$ cat config.mk
export PLATFORM = sky130hd
export DESIGN_NAME = lrp_front
export DESIGN_NICKNAME = d
export VERILOG_FILES = /design/src/rtl/core/lrp_pkg.sv /design/src/rtl/core/lrp_front.sv
export SDC_FILE = /design/constraint.sdc
export NUM_CORES = 1
export LEC_CHECK = 0
export BUFFER_PORTS_ARGS = -buffer_cell sky130_fd_sc_hd__buf_2
export CELL_PAD_IN_SITES_DETAIL_PLACEMENT = 0
export CELL_PAD_IN_SITES_GLOBAL_PLACEMENT = 1
export CORE_MARGIN = 2
export CORE_UTILIZATION = 38
export CTS_CLUSTER_SIZE = 16
export DETAILED_ROUTE_END_ITERATION = 16
export PLACE_DENSITY = 0.66
export SLEW_MARGIN = 10
export SYNTH_ARGS = -nofsm -noshare
export SYNTH_HDL_FRONTEND = slang
export SYNTH_SLANG_ARGS = --single-unit
$ cat constraint.sdc
create_clock -name clk -period 8.5 [get_ports clk]
set_clock_uncertainty 0.1 [all_clocks]
set_input_delay 2.125 -clock clk [delete_from_list [all_inputs] [get_ports clk]]
set_output_delay 2.125 -clock clk [all_outputs]
set_load 0.005 [all_outputs]
$ cat src/rtl/core/lrp_pkg.sv
// Shared types and codes for the LR shift-reduce parser.
package lrp_pkg;

    typedef enum logic [2:0] {
        FUNC_TOKEN   = 3'd0,
        FUNC_ACTION  = 3'd1,
        FUNC_GOTO    = 3'd2,
        FUNC_PROD    = 3'd3,
        FUNC_RESTART = 3'd4
    } func_t;

    typedef enum logic [1:0] {
        KIND_NONE   = 2'd0,
        KIND_SHIFT  = 2'd1,
        KIND_REDUCE = 2'd2,
        KIND_ACCEPT = 2'd3
    } kind_t;

    typedef enum logic [1:0] {
        EV_SHIFT  = 2'd0,
        EV_REDUCE = 2'd1,
        EV_ACCEPT = 2'd2,
        EV_ERROR  = 2'd3
    } event_t;

    typedef enum logic [2:0] {
        CAUSE_NONE      = 3'd0,
        CAUSE_NO_ACTION = 3'd1,
        CAUSE_UNDERFLOW = 3'd2,
        CAUSE_OVERFLOW  = 3'd3,
        CAUSE_LIMIT     = 3'd4
    } cause_t;

    // Back-end sequencer states
    typedef enum logic [3:0] {
        ST_IDLE,
        ST_CLEAR,
        ST_ACT_RD,
        ST_ACT_WAIT,
        ST_DECIDE,
        ST_PROD_WAIT,
        ST_BELOW_RD,
        ST_BELOW_WAIT,
        ST_GOTO_WAIT,
        ST_EMIT
    } bstate_t;

    // Classified command passed from front to back
    typedef struct packed {
        func_t       func;
        logic [4:0]  token;
        logic [5:0]  row_state;
        logic [4:0]  column;
        logic [1:0]  entry_kind;
        logic [5:0]  entry_value;
        logic [4:0]  prod_index;
        logic [3:0]  body_length;
        logic [3:0]  head_symbol;
    } cmd_t;

endpackage

$ cat src/rtl/core/lrp_front.sv
// Front end: accepts input transactions, drops unused codes, queues commands.
module lrp_front #(
    parameter int QDEPTH = 2
) (
    input  logic              clk,
    input  logic              rst_n,
    input  logic              in_valid,
    output logic              in_stall,
    input  lrp_pkg::cmd_t     in_cmd,
    output logic              q_valid,
    output lrp_pkg::cmd_t     q_cmd,
    input  logic              q_pop
);
    localparam int AW = (QDEPTH > 1) ? $clog2(QDEPTH) : 1;

    lrp_pkg::cmd_t      mem_reg [QDEPTH];
    logic [AW-1:0]      wr_reg, wr_next, rd_reg, rd_next;
    logic [AW:0]        cnt_reg, cnt_next;
    logic               push, pop, known;

    // Only defined function codes enter the queue
    assign known = (in_cmd.func == lrp_pkg::FUNC_TOKEN) ||
                   (in_cmd.func == lrp_pkg::FUNC_ACTION) ||
                   (in_cmd.func == lrp_pkg::FUNC_GOTO) ||
                   (in_cmd.func == lrp_pkg::FUNC_PROD) ||
                   (in_cmd.func == lrp_pkg::FUNC_RESTART);
    assign in_stall = (cnt_reg == (AW+1)'(QDEPTH));
    assign push     = in_valid && !in_stall && known;
    assign pop      = q_pop && q_valid;
    assign q_valid  = (cnt_reg != '0);
    assign q_cmd    = mem_reg[rd_reg];

    always_comb
    begin
        wr_next  = wr_reg;
        rd_next  = rd_reg;
        cnt_next = cnt_reg;
        if (push)
        begin
            wr_next = (wr_reg == AW'(QDEPTH-1)) ? '0 : wr_reg + 1'b1;
        end
        if (pop)
        begin
            rd_next = (rd_reg == AW'(QDEPTH-1)) ? '0 : rd_reg + 1'b1;
        end
        if (push && !pop)
        begin
            cnt_next = cnt_reg + 1'b1;
        end
        else if (pop && !push)
        begin
            cnt_next = cnt_reg - 1'b1;
        end
    end

    always_ff @(posedge clk or negedge rst_n)
    begin
        if (!rst_n)
        begin
            wr_reg  <= '0;
            rd_reg  <= '0;
            cnt_reg <= '0;
        end
        else
        begin
            wr_reg  <= wr_next;
            rd_reg  <= rd_next;
            cnt_reg <= cnt_next;
        end
    end

    always_ff @(posedge clk)
    begin
        if (push)
        begin
            mem_reg[wr_reg] <= in_cmd;
        end
    end
endmodule

Word level (Yosys, flattened, before mapping)
Memory sizes are Yosys's and may differ from the RTL's.
Index checks and enable logic that the tools add are counted.
- word-level logic and storage cells: 34
- output and inout bits: 42
- bits of input ports: 44
- bits in writable memories: 80
- flip-flop bits (word level): 4
- memories kept: 1
- reduce and logical (&&, ||, !) cells: 15
- $add $sub $neg: 4
- multiplexer cells: 6
- equality and inequality tests: 5
- memory list (memory ; depth ; width ; read ports ; clocked after Yosys merged registers in ; write ports ; line ; text):
    mem_reg ; 2 ; 40 ; 1 ; 0 ; 1 ; lrp_front.sv:16 ; lrp_pkg::cmd_t mem_reg [QDEPTH];
- operators with widths (cell ; count):
    == test 3 x 2 -> 1 bit (second input constant) ; 2
    logical AND 1 bit ; 5
    logical OR 1 bit ; 4
    2-to-1 mux 1 bit ; 4
    2-to-1 mux 2 bit ; 2
    nonzero test 2 bit ; 2
    == test 3 x 1 -> 1 bit (second input constant) ; 1
    == test 3 bit (second input constant) ; 1
    logical NOT 1 bit ; 3
    logical NOT 3 bit ; 1
    adder 1 bit (second input constant) ; 2
    adder 2 x 1 -> 2 bit (second input constant) ; 1
    == test 2 bit (second input constant) ; 1
    subtractor 2 x 1 -> 2 bit (second input constant) ; 1

Depth between registers and ports, before layout
Gate-level depths: netlist of run 1.
- depth in word-level cells: 10
- gate-level depth with buffers: 7
- gate-level depth less buffers: 7

Worst setup path before layout of run 1
OpenSTA, ideal clock, no wires.
- path type: input to register
- from: input in_cmd[38] (netlist bit)
- to: memory mem_reg[0][0] (netlist bit) (enable)
- buffers on the path: 0
- stages: 3
- slack: 3.737 ns
- setup time: 0.437 ns
- arrival time: 4.226 ns
- required time: 7.963 ns
- cell sequence: o21ai_0 > nand3b_4 > nor2_1
- longest elaborated chain between the ends: 8
- elaborated cells on any way between the ends: 12
- those cells by class: 4 x eq/ne; 2 x mux; 6 x reduce/logical
- RTL lines (item ; line ; text):
    start: declaration ; lrp_front.sv:9 ; input lrp_pkg::cmd_t in_cmd,
    == test 3 x 1 -> 1 bit or logical NOT 3 bit (tied branches) ; lrp_front.sv:23, lrp_front.sv:22 ;
    logical OR 1 bit ; lrp_front.sv:22 ; assign known = (in_cmd.func == lrp_pkg::FUNC_TOKEN) ||
    logical OR 1 bit ; lrp_front.sv:23 ; (in_cmd.func == lrp_pkg::FUNC_ACTION) ||
    logical OR 1 bit ; lrp_front.sv:24 ; (in_cmd.func == lrp_pkg::FUNC_GOTO) ||
    logical OR 1 bit (*) ; lrp_front.sv:25 ; (in_cmd.func == lrp_pkg::FUNC_PROD) ||
    logical AND 1 bit (*) ; lrp_front.sv:28 ; assign push = in_valid && !in_stall && known;
    2-to-1 mux 1 bit (*) ; lrp_front.sv:74 ; if (push)
    2-to-1 mux 1 bit (implied by the code) (*) ; lrp_front.sv:76 ; mem_reg[wr_reg] <= in_cmd;
    end: declaration ; lrp_front.sv:16 ;
Mark *: on every way between the ends. The rest lies on a longest branch, timed or not.

==> impl_metrics.csv, run 1 <==
group,metric,value,unit
die,start_util,0.3854,
global_routing,grt_max_degree,41,
drt,via_per_inst,4.454,
die,rows,34,
clock_network,cts_setup_buffers,0,
pwr,seq_power_share,0.475,
die,core,0.008593,sq mm
pwr,power.leakage,0.001602,uW
sta,finalHoldViolCount,0,
worst_setup_path,cp.arrival,1.93,ns
clock_network,cts_tree,"done",
pwr,comb_power_share,0.304,
synthesis,synth_area,0.003312,sq mm
final_layout,drive_gt1_frac,0.5992,
placed_design,place_congestion,0.6194,
die,dieArea,0.009478,sq mm
drt,drt-pass1-iter-count,4,
flow_run,max-cap-violations,0,
clock_network,h-tree-depth,3,
sta,setup_viol,0,
worst_setup_path,crit_chain,"buf_4 -> mux2_4 -> buf_2",
worst_setup_path,end_kind,"output pin",
worst_setup_path,crit_type,"reg2out",
status,status,"finished, final reports clean",
final_layout,largest_register_ff_count,80,
pwr,switching_share,0.2653,
synthesis,yosysSeqAreaShare,0.7556,
die,die_height,97.36,um
drt,wl_per_cell,14.77,um
sta,max_freq,0.2406,GHz
final_layout,nFillCells,766,
clock_network,cts_sinks,84,
global_routing,grt.total_usage,0.1124,
clock_network,postCtsHoldBufs,0,
sta,min_period,4.156,ns
pwr,clock_power_share,0.221,
final_layout,diodes,0,
pwr,ir_drop,159.4,uV
drt,vias,1559,
global_routing,grt_overflow,0,
placed_design,numPortBuffers,85,
sta,tns,0,ns
worst_setup_path,cp_max_fo,33,
worst_setup_path,max_stage_delay,0.56,ns
pwr,p_int,872.2,uW
worst_hold_path,hold_path_class,"reg2reg",
sta,max_slew.worst_pin.slew,1.166,ns
sta,slew_headroom,0.2206,
die,ios,86,
global_routing,grt_pass1_vias,1611,
sta,fin_crit_sh,0.4890,
global_routing,antenna_found_initial,0,
synthesis,postSynthCellCount,145,
worst_setup_path,critPathRequiredTime,6.28,ns
synthesis,ys_warn_count,0,
drt,ant_nets,0,
drt,drcViolationCount,0,
clock_network,cts_resized,0,
clock_network,cts_buffer_depth,2,
final_layout,syn2layout_area_growth,20.40,%
final_layout,final_util,0.4640,
synthesis,syn-num-nets,190,
die,fp.dieW,97.36,um
synthesis,synth.distinct_cells,16,
worst_setup_path,cp-startpoint,"rd_reg",
worst_setup_path,start_kind,"flip-flop",
clock_network,cts_made_buffers,9,
pwr,power.switching,315.0,uW
clock_network,root_buffer,"clkbuf_8",
sta,holdWs,0.3869,ns
final_layout,fin_area,0.003988,sq mm
sta,rsz0062_at_grt,"false",
synthesis,synth_seq_cells,84,
placed_design,dp_hpwl,3.403,mm
worst_setup_path,slowest_stage,"buf_4",
drt,dr.first_iter.drc_count,46,
pwr,power_density,297.7,mW/mm^2
sta,drv_slew,0,
worst_setup_path,rr_startpoint,"cnt_reg[1]",
worst_hold_path,hold_start,"cnt_reg[1]",
synthesis,syn_avg_cell_area,22.84,sq um
clock_network,clkTransAtPathRegs,0.08,ns
final_layout,num-nets-final,282,
global_routing,grt_pass1_wl,7.941,mm
clock_network,insertion_delay,0.34,ns
drt,finalWirelength,5.170,mm
placed_design,place_area,0.003805,sq mm
-- metrics by stage --
stage                     worst slack [ns]  std cells  total power [uW]
after floorplan                      3.737        145             857.0
after global placement               4.321        334             942.9
after detailed placement             4.279        334             945.2
after CTS                            4.282        350              1208
after global routing                 4.242        350              1249
final                                4.344        350              1187
-- layout by cell type (no fill, tap or decap), types with 2 or more instances in the layout --
master    instances
buf_2            85
edfxtp_1         80
mux2_4           39
clkbuf_8          9
xnor2_1           3
dfrtp_1           3
inv_1             2
nor2_4            2
xor2_1            2
clkinv_1          2
clkinv_2          2
-- worst max-delay path, delay by kind of cell (launching register included) --
| family | cells | cell delay (ns) |
|---|---|---|
| buf+inv | 2 | 0.69 |
| mux | 1 | 0.36 |
| flops | 1 | 0.52 |
-- final timing paths --
path                                   to  depth (start not counted)  slack, ns
setup / recovery                q_cmd[15]                          3       4.34
hold / removal                 cnt_reg[1]                          1       0.39
setup reg to reg           mem_reg[0][19]                          3       6.31
hold reg to reg                cnt_reg[1]                          1       0.39
max in group asynchronous          rd_reg                          1       6.70
min in group asynchronous      cnt_reg[1]                          1       1.47
-- synth_stat cells, drive strengths merged --
master	count	area (sq um)
dfrtp	4	100.1
edfxtp	80	2402
mux2	40	596.8
inv	2	7.510
buf	5	91.34
o21ai	1	5.000
or2	1	6.260
xor2	2	17.52
ha	1	12.51
xnor2	3	26.28
nor2	3	11.26
nor2b	1	8.760
nand3b	1	20.02
nand2	1	6.260
-- metal layers --
metal	up-vias	global-route usage	share of wire
met3	7	0.02806	0.062
met1	753	0.1260	0.41
met2	56	0.1918	0.51
li1	743	-	-
met4	0	0.07051	0.019
met5	-	0	0
-- power groups by stage --
stage	Sequential (uW)	Combinational (uW)	Clock, uW
after global routing	571	394	284
after CTS	565	373	269
after detailed placement	574	371	0
after floorplan	560	297	0
after global placement	571	371	0
final	564	361	262
-- cells by family after synthesis --
| kind of cell | Yosys count | synth area share |
|---|---|---|
| compound gates | 1 | 0.001510 |
| xor+xnor | 5 | 0.01322 |
| fa+ha+maj | 1 | 0.003777 |
| buf+inv | 7 | 0.02985 |
| flops | 84 | 0.7556 |
| mux | 40 | 0.1802 |
| simple gates | 7 | 0.01587 |
-- area by class of cell --
| cell class | count | area [sq um] | area share |
|---|---|---|---|
| Clock buffer | 10 | 127.6 | 0.03200 |
| Inverter | 2 | 7.507 | 0.001883 |
| Sequential cell | 84 | 2504 | 0.6279 |
| Multi-Input combinational cell | 54 | 725.7 | 0.1820 |
| Clock inverter | 6 | 55.05 | 0.01381 |
| Tap cell | 108 | 135.1 | 0.03389 |
| Timing Repair Buffer | 86 | 432.9 | 0.1086 |
Power figures use the tool's default switching activity.
==> run 2: changes to the inputs <==
--- a/config.mk
+++ b/config.mk
@@ -5,6 +5,7 @@
 export SDC_FILE = /design/constraint.sdc
 export NUM_CORES = 1
 export LEC_CHECK = 0
+export ABC_AREA = 1
 export BUFFER_PORTS_ARGS = -buffer_cell sky130_fd_sc_hd__buf_2
 export CELL_PAD_IN_SITES_DETAIL_PLACEMENT = 0
 export CELL_PAD_IN_SITES_GLOBAL_PLACEMENT = 1
@@ -12,7 +13,7 @@
 export CORE_UTILIZATION = 38
 export CTS_CLUSTER_SIZE = 16
 export DETAILED_ROUTE_END_ITERATION = 16
-export PLACE_DENSITY = 0.66
+export PLACE_DENSITY = 0.71
 export SLEW_MARGIN = 10
 export SYNTH_ARGS = -nofsm -noshare
 export SYNTH_HDL_FRONTEND = slang
==> constraint.sdc (replaced) <==
create_clock -name clk -period 4.3 [get_ports clk]
set_clock_uncertainty 0.1 [all_clocks]
set_input_delay 1.075 -clock clk [delete_from_list [all_inputs] [get_ports clk]]
set_output_delay 1.075 -clock clk [all_outputs]
set_load 0.005 [all_outputs]
==> run 2 against run 1 <==
Against the previous run:
- largest cell class unchanged
- combinational power is 93% higher
- worst hold slack worse by 0.0036 ns
- worst setup slack worse by 2.9 ns
- non-clock buffer count rose by 2
- wire length rose by 12%
- sequential share of layout area rose by 1.2 points
- critical path depth is 1 higher
- sequential power grew 93%
- count of clock-buffer cells in the layout did not move
- cell count grew 26%
- first-iteration DRC count fell by 22%
- via count rose by 24%
==> impl_metrics.csv, run 2 <==
group,metric,value,unit
synthesis,ys_warn_count,0,
pwr,p_int,1634,uW
pwr,seq_power_share,0.458,
drt,wl_per_cell,13.12,um
global_routing,grt_pass1_wl,8.694,mm
worst_setup_path,crit_path_end,"q_cmd[24]",
pwr,switching_share,0.3138,
die,fp.dieW,95.22,um
drt,dr.first_iter.drc_count,36,
sta,max_freq,0.3554,GHz
synthesis,synth_top_area_frac,0.7598,
global_routing,grt_pass1_vias,1893,
clock_network,cts_setup_buffers,0,
final_layout,largest_register_ff_count,80,
clock_network,cts_tree,"done",
placed_design,place_congestion,0.7195,
pwr,comb_power_share,0.292,
final_layout,num-nets-final,376,
placed_design,dp.cells,425,
worst_setup_path,cp_max_fo,41,
global_routing,grt_max_degree,42,
worst_setup_path,critical_path_cell_count,4,
sta,setup_viol,0,
sta,slew_headroom,0.3484,
pwr,clock_power_share,0.250,
worst_setup_path,cp-startpoint,"rd_reg",
die,start_util,0.3887,
sta,finalHoldViolCount,0,
sta,rsz0062_at_grt,"false",
sta,fin_crit_sh,0.6544,
die,dieArea,0.009066,sq mm
die,ios,86,
worst_setup_path,r2r-end,"mem_reg[1][6]",
sta,tns,0,ns
worst_setup_path,cp.arrival,1.64,ns
worst_setup_path,rr_startpoint,"cnt_reg[0]",
worst_setup_path,worstRegToRegCells,5,
clock_network,cts_buffer_depth,2,
global_routing,grt_overflow,0,
clock_network,root_buffer,"clkbuf_8",
drt,finalWirelength,5.800,mm
placed_design,dp_hpwl,3.603,mm
worst_setup_path,crit_type,"reg2out",
synthesis,syn_avg_cell_area,13.12,sq um
final_layout,syn2layout_area_growth,23.66,%
final_layout,multi_input_area,578.1,sq um
placed_design,place_ws,1.347,ns
final_layout,drive_gt1_frac,0.3363,
final_layout,layout_common_cells,"nand2_1 (126), buf_2 (85), edfxtp_1 (80)",
global_routing,grt.total_usage,0.1323,
clock_network,clkTransAtPathRegs,0.08,ns
synthesis,synthMostInstantiatedCell,"nand2_1",
synthesis,synth_edf_count,80,
worst_setup_path,worst-path-buf-inv,2,
worst_setup_path,critPathRequiredTime,3.12,ns
synthesis,synth_top_flop_cell,"edfxtp_1",
global_routing,antenna_found_initial,1,
synthesis,synthTopCellsByCount,"nand2_1 (126), edfxtp_1 (80), inv_1 (6), buf_2 (5)",
die,rows,33,
worst_hold_path,hold_path_class,"reg2reg",
worst_setup_path,end_kind,"output pin",
final_layout,nFillCells,740,
sta,fin_ws,1.486,ns
worst_setup_path,crit_chain,"inv_2 -> nand2_1 -> nand2_1 -> buf_2",
worst_setup_path,r2r_setup_slack,2.16,ns
synthesis,syn-num-nets,286,
synthesis,postSynthCellCount,241,
status,status,"finished, final reports clean",
worst_setup_path,crit_path_frequent_cell,"nand2_1",
synthesis,synth.distinct_cells,16,
worst_setup_path,slowest_stage,"inv_2",
pwr,power.switching,747.3,uW
sta,min_period,2.814,ns
pwr,power.leakage,0.001699,uW
clock_network,insertion_delay,0.34,ns
die,die_height,95.22,um
synthesis,synth_area,0.003162,sq mm
final_layout,final_cells,442,
synthesis,netlist_top_cells_area,"edfxtp_1 (76%), nand2_1 (15%), dfrtp_1 (3.2%)",
die,core,0.008134,sq mm
synthesis,yosys.area.top_type,"edfxtp_1",
drt,vias,1936,
final_layout,final_common_cell,"nand2_1",
drt,via_per_inst,4.380,
worst_setup_path,start_kind,"flip-flop",
clock_network,cts_sinks,84,
sta,drv_slew,0,
placed_design,numPortBuffers,85,
synthesis,async_flop_share,0.04762,
clock_network,postCtsHoldBufs,0,
final_layout,register_area,0.002502,sq mm
worst_setup_path,cp_top_family,"buffers and inverters",
flow_run,max-cap-violations,0,
worst_setup_path,max_stage_delay,0.54,ns
synthesis,synth_seq_cells,84,
synthesis,yosysSeqAreaShare,0.7915,
drt,ant_nets,0,
drt,drcViolationCount,0,
sta,max_slew.worst_pin.slew,0.9751,ns
drt,drt-pass1-iter-count,4,
clock_network,cts_made_buffers,9,
pwr,power_density,609.0,mW/mm^2
pwr,ir_drop,255.0,uV
clock_network,h-tree-depth,3,
clock_network,cts_resized,0,
## run 2: changes by cell type after synthesis, moves of 3 or more
cell	change
buf_2	+5
buf_12	-4
buf_4	+4
mux2_4	-39
inv_2	+3
inv_1	+4
nand2_1	+126
## run 2: area by class of cell
class	count	share of cell area
diodes	1	0.0006400
clock buffers	10	0.03264
clock inverters	6	0.02208
inverters	9	0.008640
multi-input cells	139	0.1478
flip-flops and latches	84	0.6400
well taps	105	0.03360
repair buffers	88	0.1146
## run 2: worst min path at each step
stage / from / end / cells after the start
2_1_floorplan: wr_reg / wr_reg / 2
6_report: wr_reg / wr_reg / 2
4_1_cts: wr_reg / wr_reg / 2
5_1_grt: rst_n / cnt_reg[1] / 1
3_3_place_gp: wr_reg / wr_reg / 2
3_5_place_dp: wr_reg / wr_reg / 2
## run 2: tightest hold or removal path, cell delays in order (launching register included)
cell	delay, ns
dfrtp_1	0.35
nand2_1	0.06
nand2_1	0.05
## run 2: layer usage
metal | track usage | share of wire | vias to the layer above
li1 | - | - | 981
met1 | 0.1612 | 0.42 | 892
met2 | 0.2148 | 0.50 | 53
met3 | 0.03478 | 0.063 | 10
met4 | 0.07246 | 0.021 | 0
met5 | 0 | 0 | -
## run 2: cells by family after synthesis
family / count (synthesis) / share of synthesized area
compound gates: 2 / 0.007916
xor+xnor: 2 / 0.005541
fa+ha+maj: 1 / 0.003957
buf+inv: 18 / 0.02809
flops: 84 / 0.7915
simple gates: 134 / 0.1630
## run 2: metrics by stage
stage | hold WS, ns | total power [uW] | util | area [sq um]
after floorplan | 0.3419 | 1530 | - | 3162
after global placement | 0.3614 | 1814 | 0.4541 | 3694
after detailed placement | 0.3654 | 1829 | 0.4541 | 3694
after CTS | 0.3849 | 2426 | 0.4804 | 3908
after global routing | 0.4192 | 2555 | 0.4804 | 3908
final | 0.3833 | 2381 | 0.4807 | 3910
## run 2: power groups by stage
stage | clock network (uW) | logic, uW | registers, uW
6_report | 596 | 695 | 1090
5_1_grt | 642 | 809 | 1100
4_1_cts | 612 | 722 | 1090
3_5_place_dp | 0 | 720 | 1110
3_3_place_gp | 0 | 708 | 1110
2_1_floorplan | 0 | 429 | 1100
==> run 3: changes to the inputs <==
==> constraint.sdc (replaced) <==
create_clock -name clk -period 2.85 [get_ports clk]
set_clock_uncertainty 0.1 [all_clocks]
set_input_delay 0.7125 -clock clk [delete_from_list [all_inputs] [get_ports clk]]
set_output_delay 0.7125 -clock clk [all_outputs]
set_load 0.005 [all_outputs]
==> run 3 against run 2 <==
Against the previous run:
- worst setup slack worse by 1.1 ns
- largest cell class unchanged
- critical path type unchanged
- clock power up 34%
- sequential share of layout area grew 0.16 points
- critical path depth is the same
- sequential cell count unchanged
- cell area is 0.26% lower
- non-clock buffer count grew 2
- first-iteration DRC count rose by 97%
- total power is 47% higher
- via count fell by 0.31%
- die area is the same
- register-to-register slack worse by 0.88 ns
==> impl_metrics.csv, run 3 (same netlist as run 2, synthesis figures left out) <==
group,metric,value,unit
status,status,"finished, final reports clean",
drt,drt-pass1-iter-count,4,
worst_setup_path,cp-startpoint,"rd_reg",
final_layout,final_cells,443,
sta,rsz0062_at_grt,"false",
placed_design,dp.cells,427,
placed_design,place_congestion,0.6792,
final_layout,layout_common_cells,"nand2_1 (126), buf_2 (85), edfxtp_1 (80)",
drt,ant_nets,0,
worst_setup_path,r2r-end,"mem_reg[1][20]",
drt,via_per_inst,4.357,
clock_network,cts_setup_buffers,0,
final_layout,syn2layout_area_growth,23.35,%
worst_setup_path,critPathRequiredTime,2.04,ns
sta,finalHoldViolCount,0,
die,fp.dieW,95.22,um
global_routing,grt.total_usage,0.1323,
clock_network,cts_tree,"done",
sta,setup_viol,0,
sta,drv_slew,0,
die,core,0.008134,sq mm
clock_network,cts_sinks,84,
pwr,power.leakage,0.001697,uW
final_layout,drive_gt1_frac,0.3373,
worst_setup_path,cp_max_fo,41,
global_routing,grt_pass1_vias,1799,
drt,vias,1930,
worst_setup_path,rr_startpoint,"cnt_reg[0]",
die,ios,86,
drt,wl_per_cell,12.93,um
final_layout,final_common_cell,"nand2_1",
placed_design,dp_hpwl,3.619,mm
clock_network,h-tree-depth,3,
sta,fin_crit_sh,0.8511,
die,die_height,95.22,um
clock_network,insertion_delay,0.34,ns
worst_setup_path,r2r_setup_slack,1.28,ns
die,start_util,0.3887,
sta,min_period,2.426,ns
flow_run,max-cap-violations,0,
worst_hold_path,hold_path_class,"in2async",
pwr,ir_drop,615.2,uV
global_routing,grt_overflow,0,
drt,dr.first_iter.drc_count,71,
global_routing,antenna_found_initial,0,
global_routing,grt_max_degree,42,
final_layout,num-nets-final,378,
final_layout,largest_register_ff_count,80,
worst_setup_path,start_kind,"flip-flop",
clock_network,clkTransAtPathRegs,0.07,ns
pwr,power_density,897.9,mW/mm^2
clock_network,cts_made_buffers,9,
clock_network,cts_resized,0,
global_routing,grt_pass1_wl,8.590,mm
die,dieArea,0.009066,sq mm
worst_setup_path,crit_type,"reg2out",
worst_setup_path,crit_path_end,"q_cmd[5]",
sta,max_freq,0.4123,GHz
worst_setup_path,end_kind,"output pin",
sta,tns,0,ns
drt,finalWirelength,5.729,mm
die,rows,33,
clock_network,postCtsHoldBufs,0,
clock_network,root_buffer,"clkbuf_8",
placed_design,numPortBuffers,85,
sta,slew_headroom,0.5060,
drt,drcViolationCount,0,
final_layout,diodes,0,
worst_setup_path,cp.arrival,1.61,ns
worst_setup_path,worstRegToRegCells,5,
clock_network,cts_buffer_depth,2,
sta,max_slew.worst_pin.slew,0.7399,ns
[run 3: changes by cell type in the layout (fill, tap and decap cells not counted), sizes merged]
cell    before  now
clkinv       2    5
buf         88   90
bufinv       2    1
clkbuf      10    9
diode        1    0
inv         10    9
[run 3: worst max-delay path: stages (launching register included)]
cell	delay, ns
dfrtp_1	0.39
inv_2	0.54
nand2_1	0.11
nand2_1	0.10
buf_2	0.11
[run 3: how the worst min path moves through the flow]
stage | from | to | cells past startpoint
after floorplan | rst_n | cnt_reg[0] | 0
after global placement | wr_reg | wr_reg | 2
after detailed placement | wr_reg | wr_reg | 2
after CTS | rst_n | cnt_reg[0] | 1
after global routing | rst_n | wr_reg | 1
final | rst_n | cnt_reg[0] | 1
[run 3: metal layers]
metal / track usage / vias up / wire length, um
li1: - / 981 / -
met4: 0.06522 / 0 / 118
met2: 0.2177 / 56 / 2834
met5: 0 / - / 0
met3: 0.03241 / 10 / 381
met1: 0.1628 / 883 / 2395
[run 3: report_power, final]
group / internal [uW] / switching, uW
Combinational: 398 / 665
Sequential: 1580 / 59.8
Clock: 400 / 400
[run 3: per-stage QoR]
step / hold WS (ns) / util / setup WS [ns] / total power (uW) / instance area (sq um)
after floorplan: 0.3169 / - / 0.3503 / 2309 / 3164
after global placement: 0.3557 / 0.4559 / 0.7975 / 2743 / 3709
after CTS: 0.05299 / 0.4795 / 0.3734 / 3558 / 3900
after global routing: 0.06015 / 0.4795 / 0.2525 / 3752 / 3900
final: 0.06940 / 0.4795 / 0.4244 / 3502 / 3900
after detailed placement: 0.3665 / 0.4559 / 0.7578 / 2758 / 3709
[run 3: final cells by class]
cell class,count,area (sq um)
well taps,105,131.4
repair buffers,90,462.9
clock inverters,7,67.56
multi-input cells,139,578.1
flip-flops and latches,84,2502
fillers,732,4234
inverters,9,33.78
clock buffers,9,123.9
